### src/rtl/core/ihd_pkg.sv
package ihd_pkg;

    // Number formats
    localparam int SAMPLE_BITS = 24;
    localparam int COEF_BITS   = 18;
    localparam int GUARD_BITS  = 4;
    localparam int STATE_BITS  = SAMPLE_BITS + GUARD_BITS;
    localparam int ROM_BITS    = 28;

    // Section counts of the two polyphase branches
    localparam int N0 = 9;
    localparam int N1 = 10;

    // Section datapath widths: exact difference times a zero-extended coefficient
    localparam int PROD_BITS  = STATE_BITS + COEF_BITS + 2;
    localparam int ACC_BITS   = PROD_BITS - COEF_BITS + 1;
    localparam int ROUND_HALF = 1 << (COEF_BITS - 1);

    typedef logic signed [SAMPLE_BITS-1:0] t_sample;
    typedef logic signed [STATE_BITS-1:0]  t_state;
    typedef logic        [COEF_BITS:0]     t_coef;
    typedef logic        [ROM_BITS-1:0]    t_rom;

    // A sample moving from one allpass section to the next
    typedef struct packed {
        logic   valid;
        t_state data;
    } t_token;

    // Allpass coefficients in unsigned Q0.28
    localparam t_rom ROM_A0 [N0] = '{
        28'd20553852,  28'd70942732,  28'd128686529, 28'd177618835, 28'd212709103,
        28'd235603865, 28'd249873171, 28'd258775984, 28'd264757307
    };
    localparam t_rom ROM_A1 [N1] = '{
        28'd5345023,   28'd43407753,  28'd100182739, 28'd154794889, 28'd196880110,
        28'd225465036, 28'd243594487, 28'd254824106, 28'd262007493, 28'd267236176
    };

    // Round a Q0.28 constant half up to COEF_BITS fraction bits.
    function automatic t_coef coef_of(input t_rom q);
        logic [ROM_BITS:0] s;
        s = {1'b0, q} + ((ROM_BITS + 1)'(1) << (ROM_BITS - 1 - COEF_BITS));
        return s[ROM_BITS:ROM_BITS-COEF_BITS];
    endfunction

endpackage

### src/rtl/core/ihd_cell.sv
module ihd_cell (
    input  logic            i_clk,
    input  logic            i_rst_n,
    input  ihd_pkg::t_coef  i_coef,
    input  ihd_pkg::t_token i_tok,
    output ihd_pkg::t_token o_tok
);
    import ihd_pkg::*;

    logic signed [STATE_BITS:0]     diff;
    logic signed [PROD_BITS-1:0]    prod;
    logic signed [PROD_BITS-1:0]    prod_rnd;
    logic signed [ACC_BITS-1:0]     acc;
    logic [ACC_BITS-STATE_BITS:0]   top_bits;
    t_state                         n_prev_out;
    logic                           r_valid;
    t_state                         r_prev_in;
    t_state                         r_prev_out;

    // Allpass section: y = a * (x - y_prev) + x_prev, product rounded half up.
    always_comb begin
        diff     = (STATE_BITS + 1)'($signed(i_tok.data)) - (STATE_BITS + 1)'(r_prev_out);
        prod     = PROD_BITS'(diff) * PROD_BITS'($signed({1'b0, i_coef}));
        prod_rnd = prod + PROD_BITS'(ROUND_HALF);
        acc      = ACC_BITS'($signed(prod_rnd[PROD_BITS-1:COEF_BITS]))
                 + ACC_BITS'(r_prev_in);
        top_bits = acc[ACC_BITS-1:STATE_BITS-1];
        // Saturate the section output to the state width.
        if ((&top_bits) || !(|top_bits)) begin
            n_prev_out = acc[STATE_BITS-1:0];
        end else if (acc[ACC_BITS-1]) begin
            n_prev_out = {1'b1, {(STATE_BITS - 1){1'b0}}};
        end else begin
            n_prev_out = {1'b0, {(STATE_BITS - 1){1'b1}}};
        end
    end

    // Section state is updated only when a sample passes through.
    always_ff @(posedge i_clk) begin
        if (!i_rst_n) begin
            r_valid    <= 1'b0;
            r_prev_in  <= '0;
            r_prev_out <= '0;
        end else begin
            r_valid <= i_tok.valid;
            if (i_tok.valid) begin
                r_prev_in  <= i_tok.data;
                r_prev_out <= n_prev_out;
            end
        end
    end

    // The stored output is also the sample handed to the next section.
    assign o_tok.valid = r_valid;
    assign o_tok.data  = r_prev_out;

endmodule

### config.mk
export PLATFORM = sky130hd
export DESIGN_NAME = ihd_cell
export DESIGN_NICKNAME = d
export VERILOG_FILES = /design/src/rtl/core/ihd_pkg.sv /design/src/rtl/core/ihd_cell.sv
export SDC_FILE = /design/constraint.sdc
export NUM_CORES = 2
export LEC_CHECK = 0
export BUFFER_PORTS_ARGS = -buffer_cell sky130_fd_sc_hd__clkbuf_2
export CORE_ASPECT_RATIO = 0.7
export CORE_MARGIN = 8
export CORE_UTILIZATION = 55
export DETAILED_ROUTE_END_ITERATION = 12
export GPL_TIMING_DRIVEN = 0
export PLACE_DENSITY = 0.74
export SETUP_SLACK_MARGIN = 0.2
export SYNTH_ARGS = -nofsm -noshare
export SYNTH_HDL_FRONTEND = slang
export SYNTH_SLANG_ARGS = --single-unit
export TNS_END_PERCENT = 10
### constraint.sdc
create_clock -name i_clk -period 18.05 [get_ports i_clk]
set_input_delay 0.9025 -clock i_clk [delete_from_list [all_inputs] [get_ports i_clk]]
set_output_delay 0.9025 -clock i_clk [all_outputs]
set_load 0.05 [all_outputs]
Yosys cells after proc, flatten, opt, wreduce, memory -nomap -nowiden
Cells that the tools add are included.
W data, S select, Z words.
{"block": "op_classes", "muxes": 2, "reduce_logical": 4, "mul": 1, "addsub": 3}
{"operator": "$mux W28", "count": 2}
{"operator": "$add A48 B19 Y48 const B", "count": 1}
{"operator": "$mul A29 B20 Y48", "count": 1}
{"operator": "$add A30 B28 Y31", "count": 1}
{"operator": "$sub A28 B28 Y29", "count": 1}
{"operator": "$reduce_and A4 Y1", "count": 1}
{"operator": "$reduce_or A4 Y1", "count": 1}
{"operator": "$logic_not A1 Y1", "count": 1}
{"operator": "$logic_or A1 B1 Y1", "count": 1}
{"block": "word_totals", "regBits": 57, "output_inout_bits": 29}

Logic depth before layout (Yosys ltp)
{"block": "depth", "depth_word": 8, "depth_mapped": 49, "ltp_nobuf": 48}

Worst setup path before layout
OpenSTA, ideal clock, no wires.
{"block": "synth_path", "kind": "in2reg", "start": "input port i_tok[0] (netlist bit)", "end": "register r_prev_out[9]", "setup_ps": 123, "arrival_time_ps": 11712, "slack_ps": 6215, "path_stages": 46, "path_buffers": 1, "cell_sequence": "inv_1 -> ha_1 -> fa_1 -> nor2b_1 -> o21a_1 -> o21ai_0 -> a211o_1 -> a211oi_1 -> o21ai_0 -> a21boi_0 -> mux2i_1 -> nand2_1 -> and2_1 -> fa_1 -> inv_1 -> fa_1 -> fa_1 -> inv_1 -> [10 not listed] -> a31o_2 -> o311ai_2 -> a21oi_1 -> a21o_1 -> a21oi_1 -> xnor2_1 -> ha_1 -> a21o_1 -> o21a_1 -> a311o_1 -> a2bb2oi_1 -> a41oi_2 -> a41oi_1 -> xor2_1 -> and3_1 -> mux2i_4 -> buf_6 -> o22ai_1"}
{"block": "synth_between", "elab_chain_len": 8, "elab_cells_between_ends": 10, "cone_classes": "3 x add/sub; 1 x mul; 2 x mux; 4 x reduce/logical"}
{"item": "from (decl)", "line": "ihd_cell.sv:5", "rtl": "input ihd_pkg::t_token i_tok,"}
{"item": "$sub A28 B28 Y29 (*)", "line": "ihd_cell.sv:22", "rtl": "diff = (STATE_BITS + 1)'($signed(i_tok.data)) - (STATE_BITS + 1)'(r_prev_out);"}
{"item": "$mul A29 B20 Y48 (*)", "line": "ihd_cell.sv:23", "rtl": "prod = PROD_BITS'(diff) * PROD_BITS'($signed({1'b0, i_coef}));"}
{"item": "$add A48 B19 Y48 (*)", "line": "ihd_cell.sv:24", "rtl": "prod_rnd = prod + PROD_BITS'(ROUND_HALF);"}
{"item": "$add A30 B28 Y31 (*)", "line": "ihd_cell.sv:26", "rtl": "+ ACC_BITS'(r_prev_in);"}
{"item": "$reduce_or A4 Y1", "line": "ihd_cell.sv:29", "rtl": "if ((&top_bits) || !(|top_bits)) begin"}
{"item": "$logic_not A1 Y1", "line": "ihd_cell.sv:29"}
{"item": "$logic_or A1 B1 Y1", "line": "ihd_cell.sv:29"}
{"item": "$mux W28 (*)", "line": "ihd_cell.sv:29"}
{"item": "to (signal assigned)", "line": "ihd_cell.sv:48", "rtl": "r_prev_out <= n_prev_out;"}
{"item": "to (decl)", "line": "ihd_cell.sv:18", "rtl": "t_state r_prev_out;"}
Every way passes the cells marked *; elsewhere a longest branch is shown, timed or not.
A chain may end at the register's enable or synchronous reset.

Worst setup path in the final report
{"block": "layout_path", "start": "input port i_tok[0] (netlist bit)", "end": "register r_prev_out[19]"}
The elaborated chain is that of the path after synthesis.

==> flow_metrics.py <==
metrics = {
    "synthesis": {
        "synthArstFlopShare": 0,
        "ys_seq_area_frac": 0.0450,
        "synthSimpleGateAreaFrac": 0.166,
        "synth_top_family_by_area": "adder cells",
        "synth-xor-area-share": 0.0293,
        "synth_area_sq_um": 25400,
        "synth-compound-area-share": 0.0896,
        "synth_fa_ha_area_frac": 0.536,
        "syn_inst": 2905,
        "syn_nets": 3713,
        "synth_edf_count": 0,
        "synth_ff_type": "dfxtp_1",
        "ys_ff_latch": 57,
        "yosysUniqueCellTypes": 76,
        "muxShareOfSynthArea": 0.0131,
        "yosysWarnings": 0,
        "syn_avg_cell_area_sq_um": 8.73,
    },
    "placement": {
        "dp_hpwl_microns": 70800,
        "post-place-ws_ps": 3290,
        "routabilityCongestion": 1.02,
        "io_buffers": 76,
    },
    "grt": {
        "overflow": 0,
        "track_usage": 0.315,
        "grt_antenna_before_repair": 4,
        "grt_max_degree": 17,
        "grt_pass1_vias": 21573,
        "grt_pass1_wl_microns": 129000,
    },
    "critical_path": {
        "crit_type": "input port to flip-flop",
        "r2r-start": "r_prev_out[0]$_SDFFE_PN0P_",
        "cp_common_cell": "fa_1",
        "slowest_stage": "mux2i_1",
        "rr_worst_depth": 44,
        "cp.arrival_ps": 15020,
        "crit_path_max_incr_delay_ps": 1160,
        "cp-startpoint": "i_tok[0]",
        "critPathLaunchType": "input port",
        "endpoint_kind": "flip-flop",
        "cp.required_ps": 18260,
        "critPathMaxFanout": 10,
    },
    "clock_network": {
        "htreeDepth": 3,
        "cts_tree": "built",
        "post-cts-setup-buffer-count": 0,
        "clk-insertion-delay-late_ps": 330,
        "cts_buffers": 9,
        "clockBufferDepth": 2,
        "clk_pin_slew_ps": 50,
        "clkSinkCount": 57,
        "ctsHoldBuffers": 0,
        "cts_root_buf": "clkbuf_16",
        "post_cts_resize_count": 0,
    },
    "sta": {
        "setup_tns_ps": 0,
        "fmax_mhz": 67.5,
        "hold-worst-slack_ps": 502,
        "setup_slack_ps": 3240,
        "worst_clock_skew_ps": 7.86,
        "final_max_slew_viol_count": 11,
        "finalCriticalPeriod_ps": 14810,
        "worst_pin_slew_ps": 1520,
        "fin_crit_sh": 0.821,
        "relSlewSlack": -0.0219,
        "hold_viol_final": 0,
        "rsz0062_at_grt": "no",
        "setup-violations-final": 0,
    },
    "routing": {
        "drt_wl_total_microns": 82900,
        "vias_per_cell": 5.76,
        "initialDrtViolationCount": 2026,
        "wl_per_cell_microns": 23.0,
        "route.vias.total": 20766,
        "drc": 0,
        "ant_nets": 0,
        "first_pass_iters": 8,
    },
    "run_status": {
        "violations": "max-capacitance violations, max-slew violations",
        "outcome": "finished, violations left",
    },
    "floorplanning": {
        "die_area_sq_um": 53300,
        "start_util": 0.560,
        "ios": 79,
        "core_sq_um": 45300,
        "fp.dieW_microns": 273,
        "fp-row-count": 65,
        "dieHeight_microns": 196,
    },
    "final_layout": {
        "nets": 3802,
        "utilization": 0.591,
        "layout_commonest_cell": "inv_1",
        "layout-drive-gt1-share": 0.0477,
        "n_fill_cell": 4072,
        "most-common-layout-cells": "682 x inv_1, 548 x fa_1, 249 x and2_1",
        "area_growth_pct": 5.61,
    },
    "hold_path": {
        "min_path_type": "flip-flop to flip-flop",
        "whs_path_depth": 2,
        "min-delay-start": "r_prev_in[0]$_SDFFE_PN0P_",
    },
    "run": {
        "max_cap_viol_count": 3,
    },
}
-- logic make-up after synthesis --
kind of cell,after synthesis
flip-flops,57
adder cells (fa/ha/maj),758
multiplexers,32
buffers and inverters,806
AND/OR/NAND/NOR,832
AO/OA/AOI/OAI,340
XOR/XNOR,80
-- synthesized netlist by cell type (all sizes together), types with 27 or more instances --
cell | count | area [sq um]
a21o | 31 | 234
inv | 682 | 2560
fa | 548 | 11000
and2 | 249 | 1560
dfxtp | 57 | 1140
a21oi | 78 | 405
nand2 | 236 | 886
nand2b | 41 | 257
nand3 | 39 | 200
clkbuf | 100 | 375
nor3 | 37 | 190
o21ai | 73 | 365
xor2 | 27 | 255
mux2i | 32 | 333
ha | 210 | 2630
nor2 | 141 | 529
xnor2 | 53 | 487
-- path summary, 6_finish.rpt --
kind / end / slack [ps]
max: r_prev_out[19]$_SDFFE_PN0P_ / 3240
min: r_prev_in[0]$_SDFFE_PN0P_ / 500
max reg2reg: r_prev_out[19]$_SDFFE_PN0P_ / 3600
min reg2reg: r_prev_in[0]$_SDFFE_PN0P_ / 500
-- registers in the layout, indices dropped and copies added (netlist names) --
signal	flops
r_prev_out	28
r_prev_in	28
r_valid	1
-- worst max-delay path, delay by kind of cell --
kind | cells | cell delay [ps]
AND/OR/NAND/NOR | 7 | 1960
AO/OA/AOI/OAI | 19 | 5240
adder cells (fa/ha/maj) | 10 | 4270
XOR/XNOR | 1 | 320
multiplexers | 2 | 1690
buffers and inverters | 7 | 610
-- metrics by stage --
step                area, sq um  std cells
floorplan                 25400       2905
global placement          26500       3584
detailed placement        26500       3586
CTS                       26800       3600
global route              26800       3601
finish                    26800       3604
-- per-layer routing --
layer	GRT usage	share of wire	vias to the layer above
met5	0	0	-
met4	0.0925	0.032	0
met3	0.110	0.13	161
met2	0.440	0.40	1135
met1	0.456	0.44	10405
li1	-	-	9065
-- area by class of cell --
type	count	area [sq um]	share of cell area
Inverter	688	2580	0.0964
Timing Repair Buffer	78	395	0.0148
Clock buffer	10	229	0.00855
Antenna cell	4	10.0	0.000374
Sequential cell	57	1140	0.0426
Clock inverter	4	22.5	0.000841
Buffer	118	485	0.0181
Tap cell	603	754	0.0282
Multi-Input combinational cell	2042	21200	0.790
Power is left out: the tool's default activity adds up to more than one toggle a clock period on the data nets, which glitch-free logic cannot reach.
