### config.mk
export PLATFORM = sky130hd
export DESIGN_NAME = ihd_out
export DESIGN_NICKNAME = d
export VERILOG_FILES = /design/src/rtl/core/ihd_pkg.sv /design/src/rtl/core/ihd_out.sv
export SDC_FILE = /design/constraint.sdc
export NUM_CORES = 1
export LEC_CHECK = 0
export ABC_CLOCK_PERIOD_IN_PS = 10000
export BUFFER_PORTS_ARGS = -buffer_cell sky130_fd_sc_hd__buf_4
export CAP_MARGIN = 20
export CORE_ASPECT_RATIO = 1.75
export CORE_UTILIZATION = 39
export DETAILED_ROUTE_END_ITERATION = 12
export GPL_ROUTABILITY_DRIVEN = 1
export GPL_TIMING_DRIVEN = 0
export PLACE_DENSITY = 0.7
export SYNTH_ARGS = -nofsm -noshare
export SYNTH_HDL_FRONTEND = slang
export SYNTH_SLANG_ARGS = --single-unit
### constraint.sdc
create_clock -name i_clk -period 10 [get_ports i_clk]
set_input_delay 1 -clock i_clk [delete_from_list [all_inputs] [get_ports i_clk]]
set_output_delay 1 -clock i_clk [all_outputs]
set_load 0.01 [all_outputs]
### src/rtl/core/ihd_pkg.sv
package ihd_pkg;

    // Number formats
    localparam int SAMPLE_BITS = 24;
    localparam int COEF_BITS   = 18;
    localparam int GUARD_BITS  = 4;
    localparam int STATE_BITS  = SAMPLE_BITS + GUARD_BITS;
    localparam int ROM_BITS    = 28;

    // Section counts of the two polyphase branches
    localparam int N0 = 9;
    localparam int N1 = 10;

    // Section datapath widths: exact difference times a zero-extended coefficient
    localparam int PROD_BITS  = STATE_BITS + COEF_BITS + 2;
    localparam int ACC_BITS   = PROD_BITS - COEF_BITS + 1;
    localparam int ROUND_HALF = 1 << (COEF_BITS - 1);

    typedef logic signed [SAMPLE_BITS-1:0] t_sample;
    typedef logic signed [STATE_BITS-1:0]  t_state;
    typedef logic        [COEF_BITS:0]     t_coef;
    typedef logic        [ROM_BITS-1:0]    t_rom;

    // A sample moving from one allpass section to the next
    typedef struct packed {
        logic   valid;
        t_state data;
    } t_token;

    // Allpass coefficients in unsigned Q0.28
    localparam t_rom ROM_A0 [N0] = '{
        28'd20553852,  28'd70942732,  28'd128686529, 28'd177618835, 28'd212709103,
        28'd235603865, 28'd249873171, 28'd258775984, 28'd264757307
    };
    localparam t_rom ROM_A1 [N1] = '{
        28'd5345023,   28'd43407753,  28'd100182739, 28'd154794889, 28'd196880110,
        28'd225465036, 28'd243594487, 28'd254824106, 28'd262007493, 28'd267236176
    };

    // Round a Q0.28 constant half up to COEF_BITS fraction bits.
    function automatic t_coef coef_of(input t_rom q);
        logic [ROM_BITS:0] s;
        s = {1'b0, q} + ((ROM_BITS + 1)'(1) << (ROM_BITS - 1 - COEF_BITS));
        return s[ROM_BITS:ROM_BITS-COEF_BITS];
    endfunction

endpackage

### src/rtl/core/ihd_out.sv
module ihd_out (
    input  logic             i_clk,
    input  logic             i_rst_n,
    input  logic             i_start,
    input  ihd_pkg::t_token  i_b0,
    input  ihd_pkg::t_token  i_b1,
    input  logic             i_ready,
    output logic             o_idle,
    output logic             o_valid,
    output ihd_pkg::t_sample o_sample_out
);
    import ihd_pkg::*;

    logic signed [STATE_BITS:0]              sum;
    t_state                                  half;
    logic [STATE_BITS-SAMPLE_BITS:0]         top_bits;
    t_sample                                 n_res;
    logic                                    move;
    t_state                                  r_s0;
    t_sample                                 r_hold;
    logic                                    r_hold_valid;
    t_sample                                 r_out;
    logic                                    r_out_valid;
    logic                                    r_busy;
    logic                                    n_hold_valid;
    logic                                    n_out_valid;
    logic                                    n_busy;

    // Half the branch sum, rounded half up, saturated to the sample width.
    always_comb begin
        sum      = (STATE_BITS + 1)'(r_s0) + (STATE_BITS + 1)'($signed(i_b1.data))
                 + (STATE_BITS + 1)'(1);
        half     = sum[STATE_BITS:1];
        top_bits = half[STATE_BITS-1:SAMPLE_BITS-1];
        if ((&top_bits) || !(|top_bits)) begin
            n_res = half[SAMPLE_BITS-1:0];
        end else if (half[STATE_BITS-1]) begin
            n_res = {1'b1, {(SAMPLE_BITS - 1){1'b0}}};
        end else begin
            n_res = {1'b0, {(SAMPLE_BITS - 1){1'b1}}};
        end
    end

    // Hold stage feeds the output register when that is free or being drained.
    always_comb begin
        move         = r_hold_valid && (!r_out_valid || i_ready);
        n_hold_valid = r_hold_valid;
        n_out_valid  = r_out_valid;
        n_busy       = r_busy;
        if (i_b1.valid) begin
            n_hold_valid = 1'b1;
        end else if (move) begin
            n_hold_valid = 1'b0;
        end
        if (move) begin
            n_out_valid = 1'b1;
        end else if (i_ready) begin
            n_out_valid = 1'b0;
        end
        if (i_start) begin
            n_busy = 1'b1;
        end else if (move) begin
            n_busy = 1'b0;
        end
    end

    // Control registers
    always_ff @(posedge i_clk) begin
        if (!i_rst_n) begin
            r_hold_valid <= 1'b0;
            r_out_valid  <= 1'b0;
            r_busy       <= 1'b0;
        end else begin
            r_hold_valid <= n_hold_valid;
            r_out_valid  <= n_out_valid;
            r_busy       <= n_busy;
        end
    end

    // Data registers
    always_ff @(posedge i_clk) begin
        if (i_b0.valid) begin
            r_s0 <= i_b0.data;
        end
        if (i_b1.valid) begin
            r_hold <= n_res;
        end
        if (move) begin
            r_out <= r_hold;
        end
    end

    assign o_idle       = !r_busy;
    assign o_valid      = r_out_valid;
    assign o_sample_out = r_out;

    // Branch 0 is one section shorter, so its result arrives in the cycle before that of branch 1.
    a_b0_leads : assert property (@(posedge i_clk) disable iff (!i_rst_n)
        i_b0.valid |=> i_b1.valid)
        else $error("branch 0 result not followed by branch 1 result");

    // A branch result only arrives while a request is in flight and the hold is empty.
    a_b1_slot : assert property (@(posedge i_clk) disable iff (!i_rst_n)
        i_b1.valid |-> (r_busy && !r_hold_valid))
        else $error("branch 1 result arrived with no free hold stage");

    // A waiting result keeps the block busy.
    a_hold_busy : assert property (@(posedge i_clk) disable iff (!i_rst_n)
        r_hold_valid |-> r_busy)
        else $error("hold stage full while block idle");

    // No new request starts while the chains are still at work.
    a_start_idle : assert property (@(posedge i_clk) disable iff (!i_rst_n)
        i_start |-> (!r_busy && !i_b0.valid && !i_b1.valid))
        else $error("request accepted while busy");

endmodule

Yosys cells after proc, flatten, opt, wreduce, memory -nomap -nowiden
Cells that the tools add are included.
{"block": "totals", "ff_bits": 79, "wordCells": 26}
{"block": "op_classes", "addsub": 2, "muxes": 7, "n_reduce_logical": 11}
{"cell": "24-bit two-way mux", "n": 2}
{"cell": "28-bit by 28-bit adder with 29-bit output", "n": 1}
{"cell": "29-bit by 2-bit adder with 29-bit output, second input constant", "n": 1}
{"cell": "2-bit nonzero test", "n": 3}
{"cell": "1-bit two-way mux", "n": 5}
{"cell": "5-bit AND reduction", "n": 1}
{"cell": "5-bit OR reduction", "n": 1}
{"cell": "1-bit logical NOT", "n": 3}
{"cell": "1-bit logical OR", "n": 2}
{"cell": "1-bit logical AND", "n": 1}

Logic depth before layout (Yosys ltp)
Gate-level depths: netlist (run 1).
{"block": "logic_depth", "word_depth": 6, "ltp_mapped": 12}

Worst setup path before layout (run 1)
No wires, ideal clock.
{"block": "synth_timing", "kind": "in2reg", "start": "input port i_b1[0] (netlist name)", "end": "register r_hold[16], data pin", "setup_ns": 0.254, "arrival_time_ns": 3.557, "path_slack_ns": 6.189, "stages": 12, "path_buffers": 1, "cell_sequence": "or2_2 > fa_1 > a21o_1 > a311o_1 > a21oi_2 > a21oi_2 > and3_4 > o31ai_1 > a31oi_1 > a41o_2 > buf_6 > a21o_1"}
{"block": "synth_between", "elab_chain_len": 6}
{"item": "from (decl)", "line": "ihd_out.sv:6", "rtl": "input ihd_pkg::t_token i_b1,"}
{"item": "28-bit by 28-bit adder with 29-bit output (*)", "line": "ihd_out.sv:31", "rtl": "sum = (STATE_BITS + 1)'(r_s0) + (STATE_BITS + 1)'($signed(i_b1.data))"}
{"item": "29-bit by 2-bit adder with 29-bit output (*)", "line": "ihd_out.sv:32", "rtl": "+ (STATE_BITS + 1)'(1);"}
{"item": "5-bit OR reduction", "line": "ihd_out.sv:35", "rtl": "if ((&top_bits) || !(|top_bits)) begin"}
{"item": "1-bit logical NOT", "line": "ihd_out.sv:35"}
{"item": "1-bit logical OR", "line": "ihd_out.sv:35"}
{"item": "24-bit two-way mux (*)", "line": "ihd_out.sv:35"}
{"item": "named net n_res[16]", "line": "ihd_out.sv:17", "rtl": "t_sample n_res;"}
{"item": "to (signal assigned)", "line": "ihd_out.sv:86", "rtl": "r_hold <= n_res;"}
{"item": "to (decl)", "line": "ihd_out.sv:20", "rtl": "t_sample r_hold;"}
The timed path passes the listed nets; every way through them passes the cells marked *.
A chain may end at the register's enable or synchronous reset.

Worst setup path after layout (run 1)
{"block": "layout_timing", "start": "input port i_b1[0] (netlist name)", "end": "register r_hold[7], data pin"}
The elaborated chain is that of the path after synthesis.

==> flow_summary.toml, run 1 <==
[run_status]
status = "completed"

[cts]
clock_sinks = 79
clk_pin_slew_worst_paths_ps = 60
worstSkewPairLatency_ps = 340
hold_buffers = 0
cts_setup_buffers = 0
h-tree-depth = 3
cts_resized = 0
numCtsBuffers = 9
cts_tree = "built"
clockBufferDepth = 2
cts_root_buffer = "clkbuf_16"

[pwr]
p_comb_frac = 0.236
vdd_drop_max_uv = 95.4
internal_power_mw = 0.689
p_sw_frac = 0.273
p_leak_nw = 2.15
clkPwrFrac = 0.323
pwr-share-seq = 0.441
power.density_nw_per_um2 = 179
p_switching_mw = 0.259

[critical_path]
cp-end-kind = "register"
worstPathCellList = "buf_4, or2_2, fa_1, a21o_1, a311o_1, a21oi_2, a21oi_2, and3_4, o31ai_1, a31oi_1, a41o_2, buf_6, a21o_1"
cpPeakStageDelay_ps = 410
arrival_ps = 4050
timing.rr.end = "r_hold[7]$_DFFE_PP_"
timing.rr.start = "r_s0[0]$_DFFE_PP_"
path_max_fanout = 10
ff2ff_path_depth = 12
rrSetupSlack_ps = 6390
worstPathRequired_ps = 10090
critPathLaunchType = "primary input"
cp-startpoint = "i_b1[0]"
worstSetupPathType = "primary input to register"
worstSetupEndpoint = "r_hold[7]$_DFFE_PP_"
crit_slowest_cell = "fa_1"

[logic_synthesis]
ys.flop_type = "edfxtp_1"
ys_seq_elements = 79
avgSynthCellArea_um2 = 13.1
syn_nets = 409
yosysWarnings = 0
synth_top_area_cell = "edfxtp_1"
synth_top_area_frac = 0.546
synthTopCellsByArea = "edfxtp_1 55%, ha_1 8.1%, a21o_1 5.8%"
netlist_instances = 319
async_flop_share = 0
post-synth-top-count-cell = "edfxtp_1"
synth_edf_count = 76
ys_seq_area_frac = 0.561
netlist_area_um2 = 4180
ys_top_cells_by_count = "76 x edfxtp_1, 32 x a21o_1, 28 x a21oi_1, 27 x ha_1"
yosysUniqueCellTypes = 54

[finish]
final_cell_count_no_fill = 550
drive_gt1_frac = 0.322
num_antenna_cells = 0
nNetsFinal = 508
areaGrowthSynthToFinish_pct = 26.6
fillCellCount = 938
final_cell_area_um2 = 5290

[floorplanning]
die_area_um2 = 11100
io_pins = 88
rows = 49
die_h_um = 139
coreArea_um2 = 10400
chipWidth_um = 80.2
initial_utilization = 0.403

[placed_design]
place_ws_ps = 5700
io_buffer_count = 87
placed_cells = 534
dp_hpwl_mm = 6.25
dpl-instance-area_um2 = 5010
gp_congestion = 0.844

[drt]
drt_iter0_drc = 82
drc = 0
antenna_left = 0
num_vias = 2856
vias_per_cell = 5.19
wl_per_cell_um = 14.7
wirelength_mm = 8.09
first_pass_iters = 4

[timing]
fmax_mhz = 253
grt_setup_unrepaired = "false"
final_hold_viol_count = 0
period_needed_ps = 3960
worst_pin_slew_ps = 626
skew_ps = 8.64
setup_viol = 0
relSlewSlack = 0.581
period_share = 0.396
drv_slew = 0
fin_tns_setup_ps = 0
setup_slack_ps = 6040

[global_routing]
grt_first_pass_wirelength_mm = 13.3
grt_overflow = 0
grt_max_degree = 29
track_usage = 0.156
grt_pass1_vias = 2864
antenna_found_initial = 0

[worst_hold_path]
holdCritPathClass = "register to register"

[job]
maxCapViolCount = 0
-- cells in the final DEF, fill, tap and decap left out, types with 2 or more instances in the layout --
cell / n
buf_4: 90
edfxtp_1: 76
a21o_1: 32
a21oi_1: 28
ha_1: 27
nand2_1: 13
xnor2_1: 13
xor2_1: 11
nor2_1: 9
clkbuf_16: 9
buf_6: 7
nand3_1: 7
o21ai_0: 7
a31oi_1: 6
nor2b_1: 5
o211ai_1: 5
o21ai_1: 5
inv_1: 5
and3_4: 4
a311o_1: 3
nor3_1: 3
a21oi_2: 3
o21a_1: 3
clkinvlp_4: 3
dfxtp_1: 3
or2_2: 2
and2_1: 2
nand4_1: 2
a211oi_1: 2
and3_1: 2
o31ai_1: 2
a221oi_1: 2
nand2b_1: 2
o21bai_1: 2
inv_6: 2
-- power groups by stage --
stage,sequential (mW),combinational (mW),clock (mW)
floorplan,0.427,0.152,0
global placement,0.424,0.220,0
detailed placement,0.426,0.223,0
CTS,0.419,0.225,0.315
global route,0.421,0.247,0.325
finish,0.418,0.224,0.306
-- worst max-delay path: cells and delay by family --
family | cells | cell delay [ps]
and+or+nand+nor | 2 | 460
AOI/OAI and AO/OA | 8 | 1910
adders and majority gates | 1 | 410
buffers and inverters | 2 | 280
-- worst min-delay path by stage --
stage	startpoint	end	slack, ps	cells past startpoint
2_1_floorplan	r_hold[0]$_DFFE_PP_	o_sample_out[0]$_DFFE_PP_	400	0
3_3_place_gp	r_hold[0]$_DFFE_PP_	o_sample_out[0]$_DFFE_PP_	400	0
3_5_place_dp	r_hold[18]$_DFFE_PP_	o_sample_out[18]$_DFFE_PP_	400	0
4_1_cts	r_hold[18]$_DFFE_PP_	o_sample_out[18]$_DFFE_PP_	420	0
5_1_grt	r_hold[3]$_DFFE_PP_	o_sample_out[3]$_DFFE_PP_	430	0
6_report	r_hold[20]$_DFFE_PP_	o_sample_out[20]$_DFFE_PP_	420	0
-- stage by stage --
stage | utilization | hold slack (ps) | power (mW)
finish | 0.510 | 418 | 0.948
global route | 0.510 | 431 | 0.994
CTS | 0.510 | 419 | 0.959
detailed placement | 0.483 | 405 | 0.649
global placement | 0.481 | 400 | 0.644
floorplan | - | 400 | 0.579
-- flip-flops by register name (all words and copies together) (netlist names) --
register,cells
r_s0,28
r_hold_valid,1
o_valid,1
o_sample_out,24
r_busy,1
r_hold,24
-- area by class of cell --
class                   instances  area [um2]  share of cell area
flip-flops and latches         79        2340               0.443
multi-input cells             224        1700               0.322
repair buffers                 88         668               0.126
clock buffers                   9         225              0.0426
well taps                     127         159              0.0301
plain buffers                  11         115              0.0218
clock inverters                 7        55.1              0.0104
inverters                       5        18.8             0.00355
-- logic make-up after synthesis --
logic type,count (synthesis),share of synthesized area
and+or+nand+nor,62,0.0881
buffers and inverters,16,0.0321
xor gates and xnor gates,24,0.0503
AOI/OAI and AO/OA,110,0.183
adders and majority gates,28,0.0857
DFF,79,0.561
-- per-layer routing --
| layer | global-route usage | share of wire | wire (um) | vias to the layer above |
|---|---|---|---|---|
| met4 | 0.0620 | 0.016 | 129 | 0 |
| met1 | 0.179 | 0.40 | 3260 | 1341 |
| met2 | 0.274 | 0.54 | 4390 | 69 |
| li1 | - | - | - | 1437 |
| met3 | 0.0368 | 0.038 | 311 | 9 |
| met5 | 0 | 0 | 0 | - |
Note: power is estimated with default switching activity, not from simulation.
==> run 2: changes to the inputs <==
--- a/config.mk
+++ b/config.mk
@@ -5,7 +5,7 @@
 export SDC_FILE = /design/constraint.sdc
 export NUM_CORES = 1
 export LEC_CHECK = 0
-export ABC_CLOCK_PERIOD_IN_PS = 10000
+export ABC_CLOCK_PERIOD_IN_PS = 3400
 export BUFFER_PORTS_ARGS = -buffer_cell sky130_fd_sc_hd__buf_4
 export CAP_MARGIN = 20
 export CORE_ASPECT_RATIO = 1.75
@@ -13,7 +13,7 @@
 export DETAILED_ROUTE_END_ITERATION = 12
 export GPL_ROUTABILITY_DRIVEN = 1
 export GPL_TIMING_DRIVEN = 0
-export PLACE_DENSITY = 0.7
+export PLACE_DENSITY = 0.73
 export SYNTH_ARGS = -nofsm -noshare
 export SYNTH_HDL_FRONTEND = slang
 export SYNTH_SLANG_ARGS = --single-unit
==> constraint.sdc (replaced) <==
create_clock -name i_clk -period 3.4 [get_ports i_clk]
set_input_delay 0.34 -clock i_clk [delete_from_list [all_inputs] [get_ports i_clk]]
set_output_delay 0.34 -clock i_clk [all_outputs]
set_load 0.01 [all_outputs]
==> run 2 against run 1 <==
  * Sequential power grew to 2.9 times the previous value
  * Cell area increased by 3.1%
  * Flip-flop and latch count is the same
  * Combinational power increased to 3.2 times the previous value
  * Sequential share of layout area decreased by 1.3 points
  * Clock-buffer cell count unchanged
  * Worst hold slack worse by 240 ps
  * Final cell count rose by 1.8%
  * Routed wire length up 0.79%
  * Critical endpoint is now r_hold[16]$_DFFE_PP_
  * Highest routed layer unchanged
==> flow_summary.toml, run 2 (synthesized netlist as in run 1, its figures left out) <==
[cts]
h-tree-depth = 3
cts_tree = "built"
worstSkewPairLatency_ps = 340
clk_pin_slew_worst_paths_ps = 60
clock_sinks = 79
clockBufferDepth = 2
numCtsBuffers = 9
cts_root_buffer = "clkbuf_16"
hold_buffers = 0

[finish]
fillCellCount = 914
num_antenna_cells = 0
nNetsFinal = 518
seq_area_um2 = 2340
multi_input_area_um2 = 1760
final_cell_mix = "98 x buf_4, 76 x edfxtp_1, 32 x a21o_1"
mostFrequentLayoutCell = "buf_4"
final_cell_count_no_fill = 560
areaGrowthSynthToFinish_pct = 30.5
drive_gt1_frac = 0.351
regMostFlops = "r_s0"
largest_reg_flops = 28
final_cell_area_um2 = 5450

[drt]
drc = 0
num_vias = 2876
antenna_left = 0
wl_per_cell_um = 14.6
first_pass_iters = 4
vias_per_cell = 5.14
wirelength_mm = 8.15
drt_iter0_drc = 141

[timing]
grt_setup_unrepaired = "true"
fmax_mhz = 300
hold_slack_ps = 176
worst_pin_slew_ps = 610
fin_tns_setup_ps = 0
skew_ps = 7.62
relSlewSlack = 0.592
final_hold_viol_count = 0
drv_slew = 0
period_share = 0.979
period_needed_ps = 3330
setup_viol = 0

[global_routing]
antenna_found_initial = 0
grt_use_met3 = 0.0289
track_usage = 0.158
use_met1 = 0.175
grt_first_pass_wirelength_mm = 13.4
grt_overflow = 0
busiest_layer = "met2"
grt_pass1_vias = 2965
grt_max_degree = 29
grt.met2_usage = 0.283

[worst_hold_path]
holdCritPathClass = "primary input to register"

[critical_path]
cpMostUsedCell = "a21o_1"
crit_slowest_cell = "o41a_1"
arrival_ps = 3420
cpPeakStageDelay_ps = 540
worstPathRequired_ps = 3490
worstSetupPathType = "register to register"
worstPathCellList = "or2_4, fa_2, a21o_1, a311o_1, a21oi_2, a21oi_4, nand3_2, nand2_2, xor2_2, o41a_1, buf_6, a21o_1"
rrSetupSlack_ps = 70
critPathLaunchType = "register"
cp-end-kind = "register"
path_max_fanout = 6

[floorplanning]
die_area_um2 = 11100
die_h_um = 139
chipWidth_um = 80.2
io_pins = 88
rows = 49
initial_utilization = 0.403
coreArea_um2 = 10400

[placed_design]
dp_hpwl_mm = 6.22
io_buffer_count = 87
dpl-instance-area_um2 = 5010
placed_cells = 534
gp_congestion = 0.845

[pwr]
power.density_nw_per_um2 = 535
fin_total_pwr_mw = 2.91
p_leak_nw = 2.24
vdd_drop_max_uv = 284

[run_status]
status = "completed"

[job]
maxCapViolCount = 0
[run 2: timing repair]
item | 4_1_cts | 5_1_grt
setup endpoints to repair | 23 | 22
gates cloned | 2 | 0
buffers inserted | 5 | 3
hold endpoints to repair | 0 | 0
pin swaps | 5 | 8
resized for setup | 9 | 3
[run 2: path summary, 6_finish.rpt]
check                      startpoint                   endpoint  cells after the start
hold reg to reg   r_hold[0]$_DFFE_PP_  o_sample_out[0]$_DFFE_PP_                      0
hold / removal                i_b0[4]          r_s0[4]$_DFFE_PP_                      1
setup / recovery    r_s0[0]$_DFFE_PP_       r_hold[16]$_DFFE_PP_                     12
setup reg to reg    r_s0[0]$_DFFE_PP_       r_hold[16]$_DFFE_PP_                     12
[run 2: power by group]
group | total, mW | leakage (nW) | switching [mW] | internal (mW)
Sequential | 1.23 | 0.739 | 0.0262 | 1.20
Clock | 0.971 | 0.148 | 0.393 | 0.578
Combinational | 0.712 | 1.35 | 0.355 | 0.358
Total | 2.91 | 2.24 | 0.774 | 2.14
[run 2: worst max-delay path: cells and delay by family (launching register included)]
| family | cells | cell delay [ps] |
|---|---|---|
| compound gates | 6 | 1530 |
| flops | 1 | 400 |
| simple gates | 3 | 400 |
| fa+ha+maj | 1 | 380 |
| buf+inv | 1 | 200 |
| xor+xnor | 1 | 160 |
[run 2: per-stage QoR]
step	setup WS, ps	util
6_report	71.1	0.526
5_1_grt	-42.4	0.526
4_1_cts	13.2	0.522
3_5_place_dp	-251	0.483
3_3_place_gp	-223	0.481
2_1_floorplan	202	-
[run 2: area by class of cell]
type	count	share of cell area
tap	127	0.0292
multi-input combinational	224	0.323
inverter	5	0.00344
clock inverter	7	0.0147
buffer	11	0.0211
timing repair buffer	98	0.138
sequential	79	0.430
clock buffer	9	0.0413
[run 2: routing by layer]
metal  wire length (um)  share of wire
met4                194          0.024
met5                  0              0
met3                302          0.037
met2               4430           0.54
met1               3230           0.40
